## src/fcs_pkg.sv

```systemverilog
// ----------------------------------------------------------------------------
// fcs_pkg - shared types and constants of the frame channel sorter
// Word field positions, kind codes, cell control and result types, decoder.
// ----------------------------------------------------------------------------
package fcs_pkg;

  localparam int WORD_W = 64;
  localparam int KEY_W  = 6;
  localparam int TAG_W  = 5;

  localparam logic [TAG_W-1:0] TAG_EVENT     = 5'h00;
  localparam logic [TAG_W-1:0] TAG_HEARTBEAT = 5'h04;
  localparam logic [TAG_W-1:0] TAG_COUNTER   = 5'h08;

  localparam logic [1:0] KIND_EVENT     = 2'd0;
  localparam logic [1:0] KIND_HEARTBEAT = 2'd1;
  localparam logic [1:0] KIND_COUNTER   = 2'd2;
  localparam logic [1:0] KIND_OTHER     = 2'd3;

  typedef enum logic [1:0] {
    ST_IDLE,
    ST_FLUSH,
    ST_HBEAT,
    ST_FINISH
  } fcs_state_t;

  typedef enum logic [1:0] {
    OP_HOLD,
    OP_INSERT,
    OP_SHIFT
  } fcs_op_t;

  typedef struct packed {
    fcs_op_t           op;
    logic [WORD_W-1:0] word;
  } fcs_cell_ctrl_t;

  typedef struct packed {
    logic [WORD_W-1:0] word;
    logic [1:0]        kind;
    logic [2:0]        chip_id;
    logic [5:0]        channel_id;
    logic [1:0]        tac_id;
    logic [15:0]       t_coarse;
    logic [9:0]        e_coarse;
    logic [9:0]        t_fine;
    logic [9:0]        e_fine;
    logic [15:0]       frame_count;
    logic              last_of_run;
    logic              overflow;
  } fcs_result_t;

  function automatic logic [KEY_W-1:0] key_of(input logic [WORD_W-1:0] w);
    key_of = w[53:48];
  endfunction

  function automatic logic is_heartbeat(input logic [WORD_W-1:0] w);
    is_heartbeat = (w[63:59] == TAG_HEARTBEAT);
  endfunction

  function automatic fcs_result_t decode(input logic [WORD_W-1:0] w, input logic ovf,
                                         input logic last);
    fcs_result_t r;
    r             = '0;
    r.word        = w;
    r.chip_id     = w[58:56];
    r.overflow    = ovf;
    r.last_of_run = last;
    case (w[63:59])
      TAG_EVENT: begin
        r.kind       = KIND_EVENT;
        r.channel_id = w[53:48];
        r.tac_id     = w[47:46];
        r.t_coarse   = w[45:30];
        r.e_coarse   = w[29:20];
        r.t_fine     = w[19:10];
        r.e_fine     = w[9:0];
      end
      TAG_HEARTBEAT: begin
        r.kind        = KIND_HEARTBEAT;
        r.frame_count = w[30:15];
      end
      TAG_COUNTER: begin
        r.kind       = KIND_COUNTER;
        r.channel_id = w[29:24];
      end
      default: begin
        r.kind = KIND_OTHER;
      end
    endcase
    decode = r;
  endfunction

endpackage

```

## src/fcs_cell.sv

```systemverilog
// ----------------------------------------------------------------------------
// fcs_cell - one slot of the sorted frame chain
// Holds one word; on insert keeps it, takes the left neighbour's word or the
// new item; on shift takes the right neighbour's word.
// ----------------------------------------------------------------------------
module fcs_cell (
  input  logic                        clk,
  input  fcs_pkg::fcs_cell_ctrl_t     ctrl_i,
  input  logic                        occ_i,
  input  logic                        left_gt_i,
  input  logic [fcs_pkg::WORD_W-1:0]  left_word_i,
  input  logic [fcs_pkg::WORD_W-1:0]  right_word_i,
  output logic [fcs_pkg::WORD_W-1:0]  word_o,
  output logic                        gt_o
);

  logic [fcs_pkg::WORD_W-1:0] word_r;
  logic [fcs_pkg::WORD_W-1:0] word_nxt;

  assign gt_o   = occ_i && (fcs_pkg::key_of(word_r) > fcs_pkg::key_of(ctrl_i.word));
  assign word_o = word_r;

  always_comb begin
    word_nxt = word_r;
    case (ctrl_i.op)
      fcs_pkg::OP_INSERT: begin
        if (left_gt_i) begin
          word_nxt = left_word_i;
        end else if (gt_o || !occ_i) begin
          word_nxt = ctrl_i.word;
        end
      end
      fcs_pkg::OP_SHIFT: begin
        word_nxt = right_word_i;
      end
      default: begin
        word_nxt = word_r;
      end
    endcase
  end

  always_ff @(posedge clk) begin
    word_r <= word_nxt;
  end

endmodule

```

## src/fcs_chain.sv

```systemverilog
// ----------------------------------------------------------------------------
// fcs_chain - row of sort cells
// Keeps the buffered words sorted by channel key; head cell feeds the flush.
// ----------------------------------------------------------------------------
module fcs_chain #(
  parameter int DEPTH  = 32,
  parameter int FILL_W = 6
) (
  input  logic                        clk,
  input  fcs_pkg::fcs_cell_ctrl_t     ctrl_i,
  input  logic [FILL_W-1:0]           fill_i,
  output logic [fcs_pkg::WORD_W-1:0]  head_word_o
);

  logic [fcs_pkg::WORD_W-1:0] cell_word [DEPTH];
  logic                       cell_gt   [DEPTH];

  genvar i;
  generate
    for (i = 0; i < DEPTH; i++) begin : g_cell
      logic                       occ;
      logic                       left_gt;
      logic [fcs_pkg::WORD_W-1:0] left_word;
      logic [fcs_pkg::WORD_W-1:0] right_word;

      assign occ = (FILL_W'(i) < fill_i);

      if (i == 0) begin : g_first
        assign left_gt   = 1'b0;
        assign left_word = '0;
      end else begin : g_mid
        assign left_gt   = cell_gt[i-1];
        assign left_word = cell_word[i-1];
      end

      if (i == DEPTH - 1) begin : g_last
        assign right_word = cell_word[i];
      end else begin : g_inner
        assign right_word = cell_word[i+1];
      end

      fcs_cell u_cell (
        .clk          (clk),
        .ctrl_i       (ctrl_i),
        .occ_i        (occ),
        .left_gt_i    (left_gt),
        .left_word_i  (left_word),
        .right_word_i (right_word),
        .word_o       (cell_word[i]),
        .gt_o         (cell_gt[i])
      );
    end
  endgenerate

  assign head_word_o = cell_word[0];

endmodule

```

## src/frame_channel_sorter.sv

```systemverilog
// ----------------------------------------------------------------------------
// frame_channel_sorter - frame buffer that sorts readout words by channel
// Buffers non-heartbeat words in a sorted cell chain, drains it on a
// heartbeat or end of stream, drops repeats of the last emitted word and
// decodes each result by kind.
//
//   channel  direction  handshake          payload
//   in_      input      in_valid/in_ready  data_word, end_of_stream
//   out_     output     out_valid/out_ready decoded word, last_of_run, overflow
//
// A buffered word is taken in the idle state, so such items enter every
// cycle while no drain runs. A drain holds the input after a heartbeat or
// end of stream: it pops each buffered word from the head cell, sees the
// chain empty, passes the heartbeat (after a heartbeat only) and then
// releases the held last result.
// Each result waits in a holding register until the next one is known, so
// last_of_run is exact; out_ready low holds the drain.
// Reset (rst_n low, synchronous) empties the buffer and clears the flags.
// ----------------------------------------------------------------------------
module frame_channel_sorter #(
  parameter int FRAME_DEPTH = 32
) (
  input  logic        clk,
  input  logic        rst_n,
  input  logic        in_valid,
  output logic        in_ready,
  input  logic [63:0] in_data_word,
  input  logic        in_end_of_stream,
  output logic        out_valid,
  input  logic        out_ready,
  output logic [63:0] out_word,
  output logic [1:0]  out_word_kind,
  output logic [2:0]  out_chip_id,
  output logic [5:0]  out_channel_id,
  output logic [1:0]  out_tac_id,
  output logic [15:0] out_t_coarse,
  output logic [9:0]  out_e_coarse,
  output logic [9:0]  out_t_fine,
  output logic [9:0]  out_e_fine,
  output logic [15:0] out_frame_count,
  output logic        out_last_of_run,
  output logic        out_overflow
);

  localparam int FILL_W = $clog2(FRAME_DEPTH + 1);
  localparam logic [FILL_W-1:0] FULL = FILL_W'(FRAME_DEPTH);

  fcs_pkg::fcs_state_t        state_r, state_nxt;
  logic [FILL_W-1:0]          fill_r, fill_nxt;
  logic [63:0]                prev_r, prev_nxt;
  logic                       dropped_r, dropped_nxt;
  logic [63:0]                hb_r, hb_nxt;
  logic                       hb_pend_r, hb_pend_nxt;
  logic                       cand_valid_r, cand_valid_nxt;
  logic [63:0]                cand_word_r, cand_word_nxt;
  logic                       cand_ovf_r, cand_ovf_nxt;
  logic                       out_valid_r, out_valid_nxt;
  fcs_pkg::fcs_result_t       out_r, out_nxt;

  fcs_pkg::fcs_cell_ctrl_t    ctrl;
  logic [63:0]                head_word;
  logic                       accept;
  logic                       in_hb;
  logic                       out_free;
  logic                       advance;
  logic                       src_valid;
  logic [63:0]                src_word;
  logic                       emit_new;

  assign in_ready = (state_r == fcs_pkg::ST_IDLE);
  assign accept   = in_valid && in_ready;
  assign in_hb    = fcs_pkg::is_heartbeat(in_data_word);
  assign out_free = !out_valid_r || out_ready;
  assign advance  = !cand_valid_r || out_free;

  fcs_chain #(
    .DEPTH  (FRAME_DEPTH),
    .FILL_W (FILL_W)
  ) u_chain (
    .clk         (clk),
    .ctrl_i      (ctrl),
    .fill_i      (fill_r),
    .head_word_o (head_word)
  );

  always_comb begin
    state_nxt = state_r;
    case (state_r)
      fcs_pkg::ST_IDLE: begin
        if (accept && (in_hb || in_end_of_stream)) begin
          state_nxt = fcs_pkg::ST_FLUSH;
        end
      end
      fcs_pkg::ST_FLUSH: begin
        if (fill_r == '0) begin
          state_nxt = hb_pend_r ? fcs_pkg::ST_HBEAT : fcs_pkg::ST_FINISH;
        end
      end
      fcs_pkg::ST_HBEAT: begin
        if (advance) begin
          state_nxt = fcs_pkg::ST_FINISH;
        end
      end
      fcs_pkg::ST_FINISH: begin
        if (!cand_valid_r || out_free) begin
          state_nxt = fcs_pkg::ST_IDLE;
        end
      end
      default: begin
        state_nxt = fcs_pkg::ST_IDLE;
      end
    endcase
  end

  always_comb begin
    ctrl.op        = fcs_pkg::OP_HOLD;
    ctrl.word      = in_data_word;
    fill_nxt       = fill_r;
    dropped_nxt    = dropped_r;
    hb_nxt         = hb_r;
    hb_pend_nxt    = hb_pend_r;
    src_valid      = 1'b0;
    src_word       = head_word;
    prev_nxt       = prev_r;
    cand_valid_nxt = cand_valid_r;
    cand_word_nxt  = cand_word_r;
    cand_ovf_nxt   = cand_ovf_r;
    out_nxt        = out_r;
    out_valid_nxt  = out_valid_r && !out_ready;

    case (state_r)
      fcs_pkg::ST_IDLE: begin
        if (accept) begin
          hb_nxt      = in_data_word;
          hb_pend_nxt = in_hb;
          if (!in_hb) begin
            if (fill_r < FULL) begin
              ctrl.op  = fcs_pkg::OP_INSERT;
              fill_nxt = fill_r + 1'b1;
            end else begin
              dropped_nxt = 1'b1;
            end
          end
        end
      end
      fcs_pkg::ST_FLUSH: begin
        if (fill_r != '0 && advance) begin
          ctrl.op   = fcs_pkg::OP_SHIFT;
          fill_nxt  = fill_r - 1'b1;
          src_valid = 1'b1;
        end
      end
      fcs_pkg::ST_HBEAT: begin
        src_word  = hb_r;
        src_valid = advance;
      end
      fcs_pkg::ST_FINISH: begin
        dropped_nxt = 1'b0;
        if (cand_valid_r && out_free) begin
          out_nxt        = fcs_pkg::decode(cand_word_r, cand_ovf_r, 1'b1);
          out_valid_nxt  = 1'b1;
          cand_valid_nxt = 1'b0;
        end
      end
      default: begin
        ctrl.op = fcs_pkg::OP_HOLD;
      end
    endcase

    emit_new = src_valid && (src_word != prev_r);
    if (emit_new) begin
      prev_nxt = src_word;
      if (cand_valid_r) begin
        out_nxt       = fcs_pkg::decode(cand_word_r, cand_ovf_r, 1'b0);
        out_valid_nxt = 1'b1;
      end
      cand_valid_nxt = 1'b1;
      cand_word_nxt  = src_word;
      cand_ovf_nxt   = dropped_r;
    end
  end

  always_ff @(posedge clk) begin
    if (!rst_n) begin
      state_r      <= fcs_pkg::ST_IDLE;
      fill_r       <= '0;
      prev_r       <= '0;
      dropped_r    <= 1'b0;
      hb_pend_r    <= 1'b0;
      cand_valid_r <= 1'b0;
      out_valid_r  <= 1'b0;
    end else begin
      state_r      <= state_nxt;
      fill_r       <= fill_nxt;
      prev_r       <= prev_nxt;
      dropped_r    <= dropped_nxt;
      hb_pend_r    <= hb_pend_nxt;
      cand_valid_r <= cand_valid_nxt;
      out_valid_r  <= out_valid_nxt;
    end
  end

  always_ff @(posedge clk) begin
    hb_r        <= hb_nxt;
    cand_word_r <= cand_word_nxt;
    cand_ovf_r  <= cand_ovf_nxt;
    out_r       <= out_nxt;
  end

  assign out_valid       = out_valid_r;
  assign out_word        = out_r.word;
  assign out_word_kind   = out_r.kind;
  assign out_chip_id     = out_r.chip_id;
  assign out_channel_id  = out_r.channel_id;
  assign out_tac_id      = out_r.tac_id;
  assign out_t_coarse    = out_r.t_coarse;
  assign out_e_coarse    = out_r.e_coarse;
  assign out_t_fine      = out_r.t_fine;
  assign out_e_fine      = out_r.e_fine;
  assign out_frame_count = out_r.frame_count;
  assign out_last_of_run = out_r.last_of_run;
  assign out_overflow    = out_r.overflow;

  a_fill_bound: assert property (@(posedge clk) disable iff (!rst_n)
    fill_r <= FULL)
    else $error("fill count beyond frame depth");

  a_drop_flag: assert property (@(posedge clk) disable iff (!rst_n)
    (accept && !in_hb && fill_r == FULL) |=> dropped_r)
    else $error("word dropped without flag");

  a_idle_no_cand: assert property (@(posedge clk) disable iff (!rst_n)
    (state_r == fcs_pkg::ST_IDLE) |-> !cand_valid_r)
    else $error("held result left behind after drain");

  a_pop_count: assert property (@(posedge clk) disable iff (!rst_n)
    (state_r == fcs_pkg::ST_FLUSH && fill_r != '0 && advance)
      |=> fill_r == $past(fill_r) - 1'b1)
    else $error("drain pop lost");

endmodule
```

## config.mk

```make
export PLATFORM = sky130hd
export DESIGN_NAME = frame_channel_sorter
export DESIGN_NICKNAME = d
export VERILOG_FILES = /design/src/fcs_pkg.sv /design/src/fcs_cell.sv /design/src/fcs_chain.sv /design/src/frame_channel_sorter.sv
export SDC_FILE = /design/constraint.sdc
export NUM_CORES = 2
export LEC_CHECK = 0
export BUFFER_PORTS_ARGS = -buffer_cell sky130_fd_sc_hd__buf_2
export CORE_MARGIN = 2
export CORE_UTILIZATION = 68
export DETAILED_ROUTE_END_ITERATION = 8
export GPL_ROUTABILITY_DRIVEN = 0
export PLACE_DENSITY = 0.85
export SYNTH_ARGS = -nofsm -noshare
export SYNTH_HDL_FRONTEND = slang
export SYNTH_SLANG_ARGS = --single-unit
export TNS_END_PERCENT = 10
```

## constraint.sdc

```tcl
create_clock -name clk -period 27.2 [get_ports clk]
set_clock_uncertainty 0.05 [all_clocks]
set_input_delay 5.44 -clock clk [delete_from_list [all_inputs] [get_ports clk]]
set_output_delay 5.44 -clock clk [all_outputs]
set_load 0.05 [all_outputs]
```

==> insert_results.sql <==
INSERT INTO impl_metrics (metric_group, metric, value, unit) VALUES
('timing', 'fmax', '86.65', 'MHz'),
('die', 'dieHeight', '425.2', 'µm'),
('synthesis', 'multiplexer_share_of_the_synthesized_area', '17.79', '%'),
('timing', 'final_setup_violation_count', '0', ''),
('drt', 'wirelength', '308600', 'µm'),
('cts', 'worst_setup_hold_path_clk_slew', '0.06', 'ns'),
('flow_run', 'drv.max_cap_violation_count', '0', ''),
('drt', 'detail_route.wl_per_cell', '24.30', 'µm'),
('placement', 'placed_cells', '12260', ''),
('die', 'count_of_pins_on_the_block_boundary', '212', ''),
('synthesis', 'synth-seq-area-share', '58.29', '%'),
('global_routing', 'gr-total-overflow', '0', ''),
('drt', 'avgViaCountPerCell', '6.631', ''),
('synthesis', 'synth_compound_gate_area_share', '10.18', '%'),
('cts', 'post-cts-setup-buffer-count', '0', ''),
('timing', 'setup_repair_after_global_routing_missed_its_margin', 'false', ''),
('synthesis', 'synth_async_sr_flop_share', '0', '%'),
('cts', 'clk-insertion-delay-late', '0.90', 'ns'),
('status', 'outcome', 'finished, final reports clean', ''),
('synthesis', 'synth_edf_count', '2243', ''),
('critical_path', 'crit_path_frequent_cell', 'sky130_fd_sc_hd__buf_4', ''),
('die', 'floorplan.core_area', '176100', 'µm²'),
('synthesis', 'synth-adder-area-share', '2.002', '%'),
('global_routing', 'grt_usage', '33.32', '%'),
('synthesis', 'mappedNetlistNets', '10770', ''),
('min_path', 'hold_path_class', 'reg2reg', ''),
('die', 'row_count', '154', ''),
('power_and_ir_drop', 'power_total', '15.93', 'mW'),
('timing', 'hold_ws', '0.4136', 'ns'),
('layout', 'fin_util', '74.03', '%'),
('layout', 'post_route_cells_drive_above_1_share', '8.651', '%'),
('global_routing', 'grt_antenna_before_repair', '21', ''),
('cts', 'post_cts_resize_count', '0', ''),
('synthesis', 'syn-cell-area', '120600', 'µm²'),
('global_routing', 'first_global_vias', '80260', ''),
('power_and_ir_drop', 'leakagePower', '44.69', 'nW'),
('timing', 'final_number_of_hold_violating_endpoints', '0', ''),
('synthesis', 'synth_cell_types', '57', ''),
('critical_path', 'critical_path.startpoint_type', 'input port', ''),
('critical_path', 'critPathTopFamily', 'buffers and inverters', ''),
('drt', 'ant_nets', '0', ''),
('synthesis', 'syn-mean-instance-area', '11.49', 'µm²'),
('synthesis', 'ys_warn_count', '0', ''),
('layout', 'post_layout_nonfiller_instances', '12700', ''),
('global_routing', 'wire_length_of_the_first_global_routing_pass', '474600', 'µm'),
('cts', 'clk_path_buf_depth', '3', ''),
('cts', 'cts.hold.buffers_added', '0', ''),
('synthesis', 'synth-simple-area-share', '7.769', '%'),
('layout', 'fillers', '11040', ''),
('critical_path', 'slowest_stage', 'sky130_fd_sc_hd__buf_4', ''),
('critical_path', 'timing.setup.critical_path_class', 'in2reg', ''),
('synthesis', 'synthXorXnorAreaFrac', '0.4937', '%'),
('global_routing', 'grt_max_degree', '287', ''),
('cts', 'tritoncts_num_sinks', '2391', ''),
('critical_path', 'crit_chain', 'buf_2, or2_2, o311a_1, a21o_4, buf_12, buf_4, buf_4, buf_4, buf_4, a21oi_1', ''),
('cts', 'ctsRootBufferMaster', 'sky130_fd_sc_hd__clkbuf_16', ''),
('critical_path', 'critical_path.endpoint_type', 'register', ''),
('timing', 'finalWorstSetupSlack', '15.66', 'ns'),
('timing', 'timing.final.max_slew_violations', '0', ''),
('drt', 'route.detailed.drc', '0', ''),
('cts', 'cts_inserted_buffers', '230', ''),
('critical_path', 'buffers_inverters_on_critical_path', '6', ''),
('timing', 'layout_min_cycle_time', '11.54', 'ns'),
('layout', 'finalNetCount', '10410', ''),
('drt', 'num_vias', '84210', ''),
('timing', 'setup_tns', '0', 'ns'),
('cts', 'cts_tree', 'done', ''),
('drt', 'drt-pass1-iter-count', '6', ''),
('layout', 'flow.area_growth_from_synthesis', '8.080', '%'),
('placement', 'post_dp_hpwl', '187400', 'µm'),
('layout', 'total_area_of_multi_input_combinational_cells', '46790', 'µm²');
[cells in the mapped netlist (all sizes together) (16+ instances only)]
cell	instances	area share, %
edfxtp	2243	56
mux2	135	1.3
a21o	34	0.21
o2bb2ai	49	0.36
o211a	65	0.54
o21ai	46	0.19
nor2b	57	0.30
o32a	19	0.16
dfxtp	148	2.5
xor2	66	0.48
nor2	2032	6.3
ha	193	2.0
nand3	65	0.27
nand2	92	0.29
buf	170	0.61
clkbuf	766	2.4
a32o	16	0.13
nand4	45	0.24
inv	157	0.49
mux2i	1992	17
nor3	25	0.10
a21oi	1999	8.3
[final cells by class]
cell class,instances,area share (%)
Antenna cell,13,0.02495
Clock buffer,304,4.818
Clock inverter,124,0.9568
Inverter,157,0.4529
Multi-Input combinational cell,7019,35.89
Sequential cell,2391,53.93
Tap cell,2340,2.246
Timing Repair Buffer,351,1.683
[per-layer routing]
layer | routed length (µm) | global-route usage [%] | vias up
met5 | 40 | 0 | -
met2 | 140300 | 51.55 | 5278
met4 | 13370 | 14.37 | 6
li1 | - | - | 37560
met1 | 122200 | 46.42 | 40630
met3 | 32660 | 6.334 | 741
[placed cells by master, fill, tap and decap left out, types with 64 or more instances in the layout]
cell                        count
sky130_fd_sc_hd__nand3_1       64
sky130_fd_sc_hd__buf_4        133
sky130_fd_sc_hd__nor2_1      2025
sky130_fd_sc_hd__buf_2        211
sky130_fd_sc_hd__inv_1        155
sky130_fd_sc_hd__mux2_2       134
sky130_fd_sc_hd__nand2_1       91
sky130_fd_sc_hd__mux2i_1     1992
sky130_fd_sc_hd__dfxtp_1      147
sky130_fd_sc_hd__o211a_1       65
sky130_fd_sc_hd__ha_1         192
sky130_fd_sc_hd__edfxtp_1    2243
sky130_fd_sc_hd__xor2_1        66
sky130_fd_sc_hd__clkbuf_16    237
sky130_fd_sc_hd__a21oi_1     1997
[path summary, 6_finish.rpt]
| path | from | endpoint | slack, ns | cells after the start |
|---|---|---|---|---|
| setup / recovery | in_data_word[63] | u_chain.g_cell[11].u_cell.word_o[14] | 15.66 | 10 |
| hold / removal | out_e_coarse[4] | out_e_coarse[4] | 0.41 | 1 |
| setup reg to reg | fill_r[1] | u_chain.g_cell[11].u_cell.word_o[14] | 19.34 | 11 |
| hold reg to reg | out_e_coarse[4] | out_e_coarse[4] | 0.41 | 1 |
[report_power, final]
part / internal (mW) / switching (mW)
logic: 1.43 / 3.53
registers: 6.70 / 1.03
clock network: 1.82 / 1.42
total: 9.95 / 5.98
[cell families (layout without fill, tap and decap cells)]
family / after synthesis / in the layout
AO/OA/AOI/OAI: 2271 / 2271
XOR/XNOR: 68 / 68
adder cells (fa/ha/maj): 193 / 193
buffers and inverters: 1093 / 936
flip-flops: 2391 / 2391
multiplexers: 2127 / 2127
other: 0 / 13
AND/OR/NAND/NOR: 2360 / 2360
[registers in the layout (all words and copies together) (netlist names), named ones only]
signal	flops
dropped_r	1
out_e_coarse	10
hb_pend_r	1
fill_r	6
cand_ovf_r	1
out_word_kind	2
out_t_coarse	16
u_chain.g_cell.u_cell.word_o	2048
cand_word_r	64
prev_r	64
hb_r	64
out_valid	1
out_channel_id	6
state_r	2
cand_valid_r	1
out_tac_id	2
out_e_fine	10
out_t_fine	10
out_frame_count	16
(Power assumes the default switching activity.)
